File: config.mk
export PLATFORM = sky130hd
export DESIGN_NAME = ber_real_content_encoder_top
export DESIGN_NICKNAME = d
export VERILOG_FILES = /design/src/design/brce_pkg.sv /design/src/design/brce_front.sv /design/src/design/brce_queue.sv /design/src/design/brce_back.sv /design/src/design/ber_real_content_encoder_top.sv
export SDC_FILE = /design/constraint.sdc
export NUM_CORES = 1
export LEC_CHECK = 0
export BUFFER_PORTS_ARGS = -buffer_cell sky130_fd_sc_hd__buf_2
export CAP_MARGIN = 20
export CORE_UTILIZATION = 36
export CTS_CLUSTER_DIAMETER = 80
export DETAILED_ROUTE_END_ITERATION = 8
export SYNTH_ARGS = -nofsm -noshare
export SYNTH_HDL_FRONTEND = slang
export SYNTH_SLANG_ARGS = --single-unit
File: constraint.sdc
create_clock -name clk -period 10.8 [get_ports clk]
set_input_delay 2.16 -clock clk [delete_from_list [all_inputs] [get_ports clk]]
set_output_delay 2.16 -clock clk [all_outputs]
set_load 0.02 [all_outputs]
File: src/design/brce_pkg.sv
package brce_pkg;
	localparam logic [7:0] FMT_BINARY    = 8'h80;
	localparam logic [7:0] FMT_SIGN      = 8'h40;
	localparam logic [7:0] FMT_EXPLEN2   = 8'h01;
	localparam logic [7:0] OCT_PLUS_INF  = 8'h40;
	localparam logic [7:0] OCT_MINUS_INF = 8'h41;

	typedef enum logic [1:0] {
		K_NORMAL,
		K_ZERO,
		K_INF,
		K_NAN
	} kind_t;

	// classified request handed from front to back
	typedef struct packed {
		kind_t       kind;
		logic        sign;
		logic [15:0] expo;
		logic        elen2;
		logic [3:0]  mlen;
		logic [63:0] mant;
	} job_t;

	// position of the leading one in a 52-bit fraction
	function automatic logic [5:0] lead_pos(input logic [51:0] v);
		logic [5:0] p;
		p = 6'd0;
		for (int i = 0; i < 52; i++) begin
			if (v[i]) begin
				p = 6'(i);
			end
		end
		return p;
	endfunction
endpackage

File: src/design/brce_front.sv
module brce_front (
	input  logic          clk,
	input  logic          arst_n,
	input  logic          push,
	output logic          full,
	input  logic [63:0]   value_bits,
	output logic          job_valid,
	input  logic          job_ready,
	output brce_pkg::job_t job
);
	import brce_pkg::*;

	// stage 1 registers raw fields and leading-one position
	logic        v_s1;
	logic        sign_s1;
	logic [10:0] bexp_s1;
	logic [51:0] frac_s1;
	logic [5:0]  msb_s1;
	logic        adv;

	assign adv  = !v_s1 || job_ready;
	assign full = !adv;

	always_ff @(posedge clk or negedge arst_n) begin
		if (!arst_n) begin
			v_s1 <= 1'b0;
		end else if (adv) begin
			v_s1 <= push;
		end
	end

	always_ff @(posedge clk) begin
		if (adv && push) begin
			sign_s1 <= value_bits[63];
			bexp_s1 <= value_bits[62:52];
			frac_s1 <= value_bits[51:0];
			msb_s1  <= lead_pos(value_bits[51:0]);
		end
	end

	logic [63:0]       sig;
	logic [63:0]       mant;
	logic signed [12:0] ilog;
	logic [3:0]        mlen;
	logic signed [15:0] expo;

	always_comb begin
		job = '0;
		sig = {12'd0, frac_s1};
		if (bexp_s1 == '0) begin
			mant = sig << (7'd63 - {1'b0, msb_s1});
			ilog = 13'($signed({7'd0, msb_s1})) - 13'sd1074;
		end else begin
			mant = {1'b1, frac_s1, 11'd0};
			ilog = $signed({2'd0, bexp_s1}) - 13'sd1023;
		end
		// lowest non-zero octet sets the mantissa length
		mlen = 4'd1;
		for (int b = 6; b >= 0; b--) begin
			if (mant[b * 8 +: 8] != 8'd0) begin
				mlen = 4'(8 - b);
			end
		end
		expo = 16'(ilog) + 16'sd1 - 16'($signed({1'b0, mlen, 3'd0}));
		job.sign  = sign_s1;
		job.mant  = mant;
		job.mlen  = mlen;
		job.expo  = expo;
		job.elen2 = (expo < -16'sd128) || (expo > 16'sd127);
		if (bexp_s1 == 11'h7ff) begin
			job.kind = (frac_s1 != '0) ? K_NAN : K_INF;
		end else if (bexp_s1 == '0 && frac_s1 == '0) begin
			job.kind = K_ZERO;
		end else begin
			job.kind = K_NORMAL;
		end
	end

	assign job_valid = v_s1;
endmodule

File: src/design/brce_queue.sv
module brce_queue (
	input  logic           clk,
	input  logic           arst_n,
	input  logic           in_valid,
	output logic           in_ready,
	input  brce_pkg::job_t in_job,
	output logic           out_valid,
	input  logic           out_ready,
	output brce_pkg::job_t out_job
);
	import brce_pkg::*;

	job_t       slot_q [2];
	logic       wr_q, rd_q;
	logic [1:0] cnt_q;
	logic       do_wr, do_rd;

	assign in_ready  = cnt_q != 2'd2;
	assign out_valid = cnt_q != 2'd0;
	assign out_job   = slot_q[rd_q];
	assign do_wr     = in_valid && in_ready;
	assign do_rd     = out_valid && out_ready;

	always_ff @(posedge clk or negedge arst_n) begin
		if (!arst_n) begin
			wr_q  <= 1'b0;
			rd_q  <= 1'b0;
			cnt_q <= 2'd0;
		end else begin
			if (do_wr) wr_q <= !wr_q;
			if (do_rd) rd_q <= !rd_q;
			cnt_q <= cnt_q + 2'(do_wr) - 2'(do_rd);
		end
	end

	always_ff @(posedge clk) begin
		if (do_wr) begin
			slot_q[wr_q] <= in_job;
		end
	end
endmodule

File: src/design/brce_back.sv
module brce_back (
	input  logic           clk,
	input  logic           arst_n,
	input  logic           job_valid,
	output logic           job_ready,
	input  brce_pkg::job_t job,
	output logic           empty,
	input  logic           pop,
	output logic [7:0]     octet,
	output logic           last,
	output logic           empty_res,
	output logic           invalid
);
	import brce_pkg::*;

	// idx 0 format, then exponent octets, then mantissa
	logic [3:0] idx_q;
	logic [3:0] total;
	logic [3:0] mstart;
	logic [3:0] mi;
	logic       fin;

	assign mstart = job.elen2 ? 4'd3 : 4'd2;
	assign total  = (job.kind == K_NORMAL) ? mstart + job.mlen : 4'd1;
	assign fin    = (idx_q == total - 4'd1);
	assign mi     = idx_q - mstart;

	// output register holds one octet while the next is formed
	logic       ov_q;
	logic [7:0] oct_q;
	logic       last_q, emp_q, inv_q;
	logic       load;
	logic [7:0] o;

	assign load      = job_valid && (!ov_q || pop);
	assign job_ready = load && fin;

	always_comb begin
		o = 8'd0;
		case (job.kind)
			K_INF: o = job.sign ? OCT_MINUS_INF : OCT_PLUS_INF;
			K_NORMAL: begin
				if (idx_q == 4'd0) begin
					o = FMT_BINARY | (job.sign ? FMT_SIGN : 8'd0)
						| (job.elen2 ? FMT_EXPLEN2 : 8'd0);
				end else if (idx_q == 4'd1 && job.elen2) begin
					o = job.expo[15:8];
				end else if (idx_q < mstart) begin
					o = job.expo[7:0];
				end else begin
					o = job.mant[(4'd7 - mi[2:0]) * 8 +: 8];
				end
			end
			default: o = 8'd0;
		endcase
	end

	always_ff @(posedge clk or negedge arst_n) begin
		if (!arst_n) begin
			idx_q <= 4'd0;
			ov_q  <= 1'b0;
		end else begin
			if (load) begin
				idx_q <= fin ? 4'd0 : idx_q + 4'd1;
				ov_q  <= 1'b1;
			end else if (pop) begin
				ov_q <= 1'b0;
			end
		end
	end

	always_ff @(posedge clk) begin
		if (load) begin
			oct_q  <= o;
			last_q <= fin;
			emp_q  <= job.kind == K_ZERO;
			inv_q  <= job.kind == K_NAN;
		end
	end

	assign empty     = !ov_q;
	assign octet     = oct_q;
	assign last      = last_q;
	assign empty_res = emp_q;
	assign invalid   = inv_q;
endmodule

File: src/design/ber_real_content_encoder_top.sv
// binary64 in, BER REAL content octets out (base 2, F=0), one octet per
// cycle from the result register while pop is asserted. a value is 1 +
// exponent octets + mantissa octets long (1 for zero, infinity or NaN, at
// most 11), set by the octet serializer; the front registers and classifies
// the next value and a two-entry queue lets it run ahead. the first octet
// passes the front register, a queue slot and the result register.
module ber_real_content_encoder_top (
	input  logic        clk,
	input  logic        arst_n,
	input  logic        push,
	output logic        full,
	input  logic [63:0] value_bits,
	output logic        empty,
	input  logic        pop,
	output logic [7:0]  octet,
	output logic        last,
	output logic        empty_res,
	output logic        invalid
);
	import brce_pkg::*;

	logic f_valid, f_ready, q_valid, q_ready;
	job_t f_job, q_job;

	brce_front u_front (
		.clk, .arst_n, .push, .full, .value_bits,
		.job_valid(f_valid), .job_ready(f_ready), .job(f_job)
	);

	brce_queue u_queue (
		.clk, .arst_n,
		.in_valid(f_valid), .in_ready(f_ready), .in_job(f_job),
		.out_valid(q_valid), .out_ready(q_ready), .out_job(q_job)
	);

	brce_back u_back (
		.clk, .arst_n,
		.job_valid(q_valid), .job_ready(q_ready), .job(q_job),
		.empty, .pop, .octet, .last, .empty_res, .invalid
	);

	a_flags_excl: assert property (@(posedge clk) disable iff (!arst_n)
		!empty |-> !(empty_res && invalid))
		else $error("zero and nan flags together");
	a_special_single: assert property (@(posedge clk) disable iff (!arst_n)
		!empty && (empty_res || invalid) |-> last && octet == 8'd0)
		else $error("special result not a single blank octet");
	a_hold: assert property (@(posedge clk) disable iff (!arst_n)
		!empty && !pop |=> !empty && $stable(octet) && $stable(last))
		else $error("waiting result changed");
endmodule
==> metrics.csv, run 1 <==
metric,value,unit
Inst Count DP,2050,
final hold slack,0.459,ns
clk_skew,0.0293,ns
die footprint,0.0467,mm²
CTS tree,done,
Mean Syn Cell Area,11.6,µm²
Synth Cell Area,0.0165,mm²
Sw Ratio,0.374,
DRC Markers,0,
DP Worst Slack,3.89,ns
Die H,216,µm
Hold Crit Class,flop to flop,
Clock Tree Root,clkbuf_16,
grt total ovfl,0,
r2r worst-path depth,19,
"Period Utilization, post-route",0.658,
most frequent cells in the layout,"edfxtp_1 (257), nand2_1 (147), nor2_1 (113)",
"most common cell after layout, fill and taps aside",edfxtp_1,
Syn. warnings,0,
Power Internal,2.84,mW
Std-Cell Rows,78,
minimum clock period,7.11,ns
Vias/cell,6.18,
final net count,1571,
# clock sinks,267,
slew of the pin with the lowest slew margin,1.19,ns
setup TNS,0,ns
Synth Area in Compound Gates,0.139,
syn_nets,1519,
final hold vios,0,
Worst-path clk slew,0.06,ns
initial antenna violation count,0,
Area growth syn-to-layout,12.3,%
core area,0.0453,mm²
Initial Util,0.365,
run status,finished clean,
count of flip-flops with a built-in enable after synthesis,257,
"Req. time, crit path",11.13,ns
post-route ant nets,0,
FMAX,0.141,GHz
clk buf depth,3,
Sw Pwr,1.70,mW
CP max-delay cell,mux2i_1,
first-pass GRT wire length,87100,µm
simple-gate share of the synthesized area,0.124,
CTS buffer count,30,
Leak Pwr,6.56,nW
"Distinct cells, synth",76,
crit-path most repeated cell,a21oi_1,
Hold Path Stages,0,
"critical path, cell by cell","buf_12, mux2i_1, a21oi_1, nor2b_1, a221oi_1, o21ai_0, nor3_1, nor4bb_1, o311ai_1, and2_1, fa_1, inv_1, a21oi_1, o21bai_1, nor2_1, a32oi_1, xor2_1, nand2_1, o32a_1",
H-Tree Depth,1,
Iteration-0 DRC Markers,1465,
DP HPWL,43600,µm
"FF+latch count, synth",267,
# hold bufs at CTS,0,
Gate power share,0.394,
pwr/cell area,245,mW/mm²
fraction of synthesized area in multiplexers,0.187,
Setup crit start kind,flop,
part of the power in the clock network,0.232,
largest net degree at the start of global routing,91,
first-pass iteration count of the detailed router,5,
Synth Area in XOR/XNOR,0.0175,
ANT cells,0,
critical path class,flop to flop,
Post-Syn Instances,1430,
largest family of logic cells by synthesized area,multiplexers,
Worst VDD drop,172,µV
sequential-to-total area share from yosys stat,0.482,
Worst path max stage delay,0.71,ns
Post-Synth Adder-Cell Area,0.0164,
total number of vias,13000,
max_slew headroom,0.199,
Ports,81,
critical path arrival,7.43,ns
pins over their slew limit,0,
WL/cell,28.1,µm
chip width,216,µm
all-layer global routing usage,0.252,
vias in the first global route,12800,
share of layout cells above drive strength 1,0.195,
Max Cap Violations,0,
IO Port Bufs,80,
RSZ-0062 raised after global routing,no,
Synth async-reset ratio,0.0375,
Total Wirelength,59200,µm
Post-CTS Setup Bufs,0,
Setup crit end kind,flop,
worst-skew pair later-pin latency,0.60,ns
Resize count post-CTS,0,
final setup violation count,0,
PnR worst setup slack,3.69,ns
final cell count without fillers,2106,
RD Place Congestion,1.03,
CP max FO,90,
register share of total power,0.375,
ys flop type,edfxtp_1,
## kinds of logic after synthesis
logic type	Yosys count
and+or+nand+nor	435
AOI/OAI and AO/OA	342
DFF	267
muxes	198
buffers and inverters	134
xor gates and xnor gates	33
adders and majority gates	21
## through the flow
step	total power [mW]	utilization	area, µm²
finish	4.54	0.410	18600
global route	4.74	0.410	18600
floorplan	2.87	-	16500
global placement	3.48	0.387	17500
CTS	4.57	0.410	18600
detailed placement	3.50	0.387	17500
## layer usage
layer	vias up	share of wire	track usage
met3	134	0.059	0.0321
li1	5739	-	-
met2	596	0.46	0.403
met1	6553	0.43	0.344
met4	0	0.049	0.109
met5	-	0	0
## worst max-delay path, delay by kind of cell (launching register included)
family,cells,cell delay [ns]
multiplexers,1,0.71
AO/OA/AOI/OAI,8,2.77
XOR/XNOR,1,0.24
buffers and inverters,2,0.47
flip-flops,1,0.37
AND/OR/NAND/NOR,6,1.66
adder cells (fa/ha/maj),1,0.46
## state kept, by name (all words and copies together) (netlist names), 2 cells and up
signal and count:
u_back.octet 8, u_front.msb_s1 6, u_front.frac_s1 52, u_queue.slot_q 176
u_front.bexp_s1 11, u_back.idx_q 4, u_queue.cnt_q 2
## worst paths after layout
| kind | from | end | slack [ns] |
|---|---|---|---|
| max in group asynchronous | arst_n | u_queue.rd_q$_DFFE_PN0P_ | 9.15 |
| setup reg to reg | u_front.msb_s1[0]$_SDFFCE_PP1P_ | u_queue.slot_q[1][68]$_DFFE_PP_ | 3.69 |
| min in group asynchronous | arst_n | u_back.ov_q$_DFFE_PN0P_ | 1.43 |
| hold reg to reg | u_front.sign_s1$_DFFE_PP_ | u_queue.slot_q[1][85]$_DFFE_PP_ | 0.46 |
| hold / removal | u_front.sign_s1$_DFFE_PP_ | u_queue.slot_q[1][85]$_DFFE_PP_ | 0.46 |
| setup / recovery | u_front.msb_s1[0]$_SDFFCE_PP1P_ | u_queue.slot_q[1][68]$_DFFE_PP_ | 3.69 |
## cells in the mapped netlist (all sizes together), types with 20 or more instances
cell      n  area share
edfxtp  257        0.47
nand2   147       0.033
nor2    114       0.026
mux4     84        0.11
o21ai    76       0.023
mux2i    72       0.044
a21oi    66       0.020
clkbuf   49       0.011
inv      46       0.010
mux2     42       0.029
buf      37       0.012
nand3    30      0.0091
nor4     29       0.011
o211ai   26       0.012
nor3     24      0.0073
o22ai    21      0.0080
ha       20       0.015
xnor2    20       0.011
## area by class of cell
| type | instances | area, µm² |
|---|---|---|
| sequential | 267 | 7970 |
| fill | 4346 | 26700 |
| clock buffer | 36 | 773 |
| multi-input combinational | 1029 | 8010 |
| inverter | 48 | 180 |
| timing repair buffer | 106 | 608 |
| clock inverter | 20 | 256 |
| tap | 600 | 751 |
## power groups by stage
stage	Sequential, mW	Clock, mW	Combinational (mW)
6_report	1.70	1.05	1.79
5_1_grt	1.73	1.11	1.90
4_1_cts	1.70	1.08	1.79
3_5_place_dp	1.72	0	1.78
3_3_place_gp	1.71	0	1.77
2_1_floorplan	1.66	0	1.21
Power figures use the tool's default switching activity.
==> inputs of run 2 (changes only) <==
==> constraint.sdc (replaced) <==
create_clock -name clk -period 6.15 [get_ports clk]
set_input_delay 1.23 -clock clk [delete_from_list [all_inputs] [get_ports clk]]
set_output_delay 1.23 -clock clk [all_outputs]
set_load 0.02 [all_outputs]
==> metrics.csv, run 2 (synthesized netlist as in run 1, its figures left out) <==
metric,value,unit,change
core area,0.0453,mm²,unchanged
Worst VDD drop,244,µV,+42%
all-layer global routing usage,0.266,,+0.0139
minimum clock period,5.81,ns,-1.30 ns
Top delay family on crit path,simple AND/OR/NAND/NOR gates,,
CP endpoint,u_queue.slot_q[0][68]$_DFFE_PP_,,
"critical path, cell by cell","inv_1, ha_1, nor4b_2, buf_4, nand3_2, buf_12, a22oi_1, o221ai_1, or4_1, or4_1, o311ai_2, nand2_1, ha_1, a21o_1, a21oi_1, o21bai_1, nor2_1, xor2_1, a32o_1, xor2_1, nand3_1, o32a_1",,
run status,finished clean,,
Critical R2R Capture,u_queue.slot_q[0][68]$_DFFE_PP_,,
reg2reg setup slack,0.34,ns,-3.35 ns
"Buf+Inv Stages, Crit Path",3,,+1
first-pass iteration count of the detailed router,5,,unchanged
Ports,81,,unchanged
post-route ant nets,0,,unchanged
# hold bufs at CTS,0,,unchanged
PnR worst setup slack,0.338,ns,-3.35 ns
most frequent cells in the layout,"edfxtp_1 (257), nand2_1 (147), buf_4 (145)",,
r2r worst-path depth,22,,+3
share of layout cells above drive strength 1,0.263,,+0.0680
Iteration-0 DRC Markers,1435,,-2.0%
FMAX,0.172,GHz,+22%
critical path depth,22,,+3
# clock sinks,267,,unchanged
ANT cells,0,,unchanged
RSZ-0062 raised after global routing,no,,
total number of vias,13300,,+2.3%
"Req. time, crit path",6.47,ns,-4.66 ns
final hold vios,0,,unchanged
H-Tree Depth,1,,unchanged
Setup crit end kind,flop,,
chip width,216,µm,unchanged
"Period Utilization, post-route",0.945,,+0.287
die footprint,0.0467,mm²,unchanged
WL/cell,27.9,µm,-0.79%
Setup crit start kind,flop,,
RD Place Congestion,1.02,,-1.3%
CTS tree,done,,
worst-skew pair later-pin latency,0.58,ns,-0.02 ns
first-pass GRT wire length,91300,µm,+4.8%
DP Worst Slack,0.309,ns,-3.58 ns
CP max-delay cell,or4_1,,
Leak Pwr,7.23,nW,+10%
Worst R2R Start,u_front.bexp_s1[0]$_DFFE_PP_,,
largest net degree at the start of global routing,70,,-23%
Std-Cell Rows,78,,unchanged
CTS buffer count,30,,unchanged
final cell count without fillers,2234,,+6.1%
Die H,216,µm,unchanged
Regs by FF count,"u_queue.slot_q (176), u_front.frac_s1 (52), u_front.bexp_s1 (11)",,
max_slew headroom,0.265,,+0.0664
max reg flops,176,,unchanged
vias in the first global route,13300,,+4.0%
initial antenna violation count,1,,+1
critical path arrival,6.13,ns,-1.30 ns
"most common cell after layout, fill and taps aside",edfxtp_1,,
clk_skew,0.0123,ns,-0.0171 ns
Worst-path clk slew,0.06,ns,about the same
CP max FO,30,,-67%
DRC Markers,0,,unchanged
Vias/cell,5.96,,-3.5%
pwr/cell area,416,mW/mm²,+70%
Post-CTS Setup Bufs,0,,unchanged
grt total ovfl,0,,unchanged
IO Port Bufs,80,,unchanged
Clock Tree Root,clkbuf_16,,
Critical path origin,u_front.bexp_s1[0]$_DFFE_PP_,,
DP HPWL,48800,µm,+12%
Inst Count DP,2180,,+6.3%
slew of the pin with the lowest slew margin,1.09,ns,-0.0955 ns
Initial Util,0.365,,unchanged
Area growth syn-to-layout,19.0,%,
Total Wirelength,62300,µm,+5.2%
clk buf depth,3,,unchanged
Reg with most FFs,u_queue.slot_q,,
pins over their slew limit,0,,unchanged
final setup violation count,0,,unchanged
critical path class,flop to flop,,
Worst path max stage delay,0.60,ns,-0.11 ns
Max Cap Violations,0,,unchanged
Hold Crit Class,flop to flop,,
final net count,1701,,+8.3%
setup TNS,0,ns,unchanged
## run 2: changes by cell type in the layout (fill, tap and decap cells not counted), sizes merged
cell      before  now
clkinvlp       1    0
clkinv        16   13
clkbuf        36   37
buf          106  236
inv           46   47
## run 2: worst register-to-register path, stage by stage, from the launching register on
cell,delay (ns)
edfxtp_1,0.50
inv_1,0.15
ha_1,0.15
nor4b_2,0.22
buf_4,0.19
nand3_2,0.23
buf_12,0.27
a22oi_1,0.25
o221ai_1,0.24
or4_1,0.54
or4_1,0.60
o311ai_2,0.36
nand2_1,0.10
ha_1,0.30
a21o_1,0.15
a21oi_1,0.19
o21bai_1,0.10
nor2_1,0.12
xor2_1,0.15
a32o_1,0.19
xor2_1,0.24
nand3_1,0.11
o32a_1,0.21
## run 2: final cells by class
class,count,area (µm²)
fillers,4279,25600
multi-input cells,1029,8040
flip-flops and latches,267,7970
repair buffers,236,1700
clock buffers,37,777
well taps,600,751
clock inverters,17,236
inverters,48,180
## run 2: routing by layer
layer / GRT usage / vias to the layer above / wire [µm]
li1: - / 5991 / -
met1: 0.351 / 6565 / 26100
met2: 0.422 / 605 / 28400
met3: 0.0310 / 161 / 3510
met4: 0.158 / 2 / 4260
met5: 0 / - / 18
## run 2: where the power goes
part	internal (mW)	switching [mW]	total (mW)
Combinational	1.41	1.98	3.39
Sequential	2.66	0.292	2.95
Clock	1.11	0.721	1.83
## run 2: worst min path at each step
stage | startpoint | end | cells past startpoint
after floorplan | u_front.sign_s1$_DFFE_PP_ | u_queue.slot_q[0][85]$_DFFE_PP_ | 0
after global placement | u_front.sign_s1$_DFFE_PP_ | u_queue.slot_q[0][85]$_DFFE_PP_ | 0
after detailed placement | u_front.sign_s1$_DFFE_PP_ | u_queue.slot_q[0][85]$_DFFE_PP_ | 0
after CTS | u_front.sign_s1$_DFFE_PP_ | u_queue.slot_q[0][85]$_DFFE_PP_ | 0
after global routing | u_front.sign_s1$_DFFE_PP_ | u_queue.slot_q[0][85]$_DFFE_PP_ | 0
final | u_front.sign_s1$_DFFE_PP_ | u_queue.slot_q[0][85]$_DFFE_PP_ | 0
## run 2: timing repair
item	CTS	global route
setup endpoints to repair	0	10
gates resized for setup	0	8
hold endpoints to repair	0	0
## run 2: metrics by stage
stage | instance area [µm²] | util | hold WS (ns) | power (mW)
after global routing | 19700 | 0.434 | 0.481 | 8.54
final | 19700 | 0.434 | 0.454 | 8.17
after global placement | 18600 | 0.411 | 0.443 | 6.37
after floorplan | 16500 | - | 0.421 | 5.03
after CTS | 19600 | 0.433 | 0.463 | 8.22
after detailed placement | 18600 | 0.411 | 0.449 | 6.38
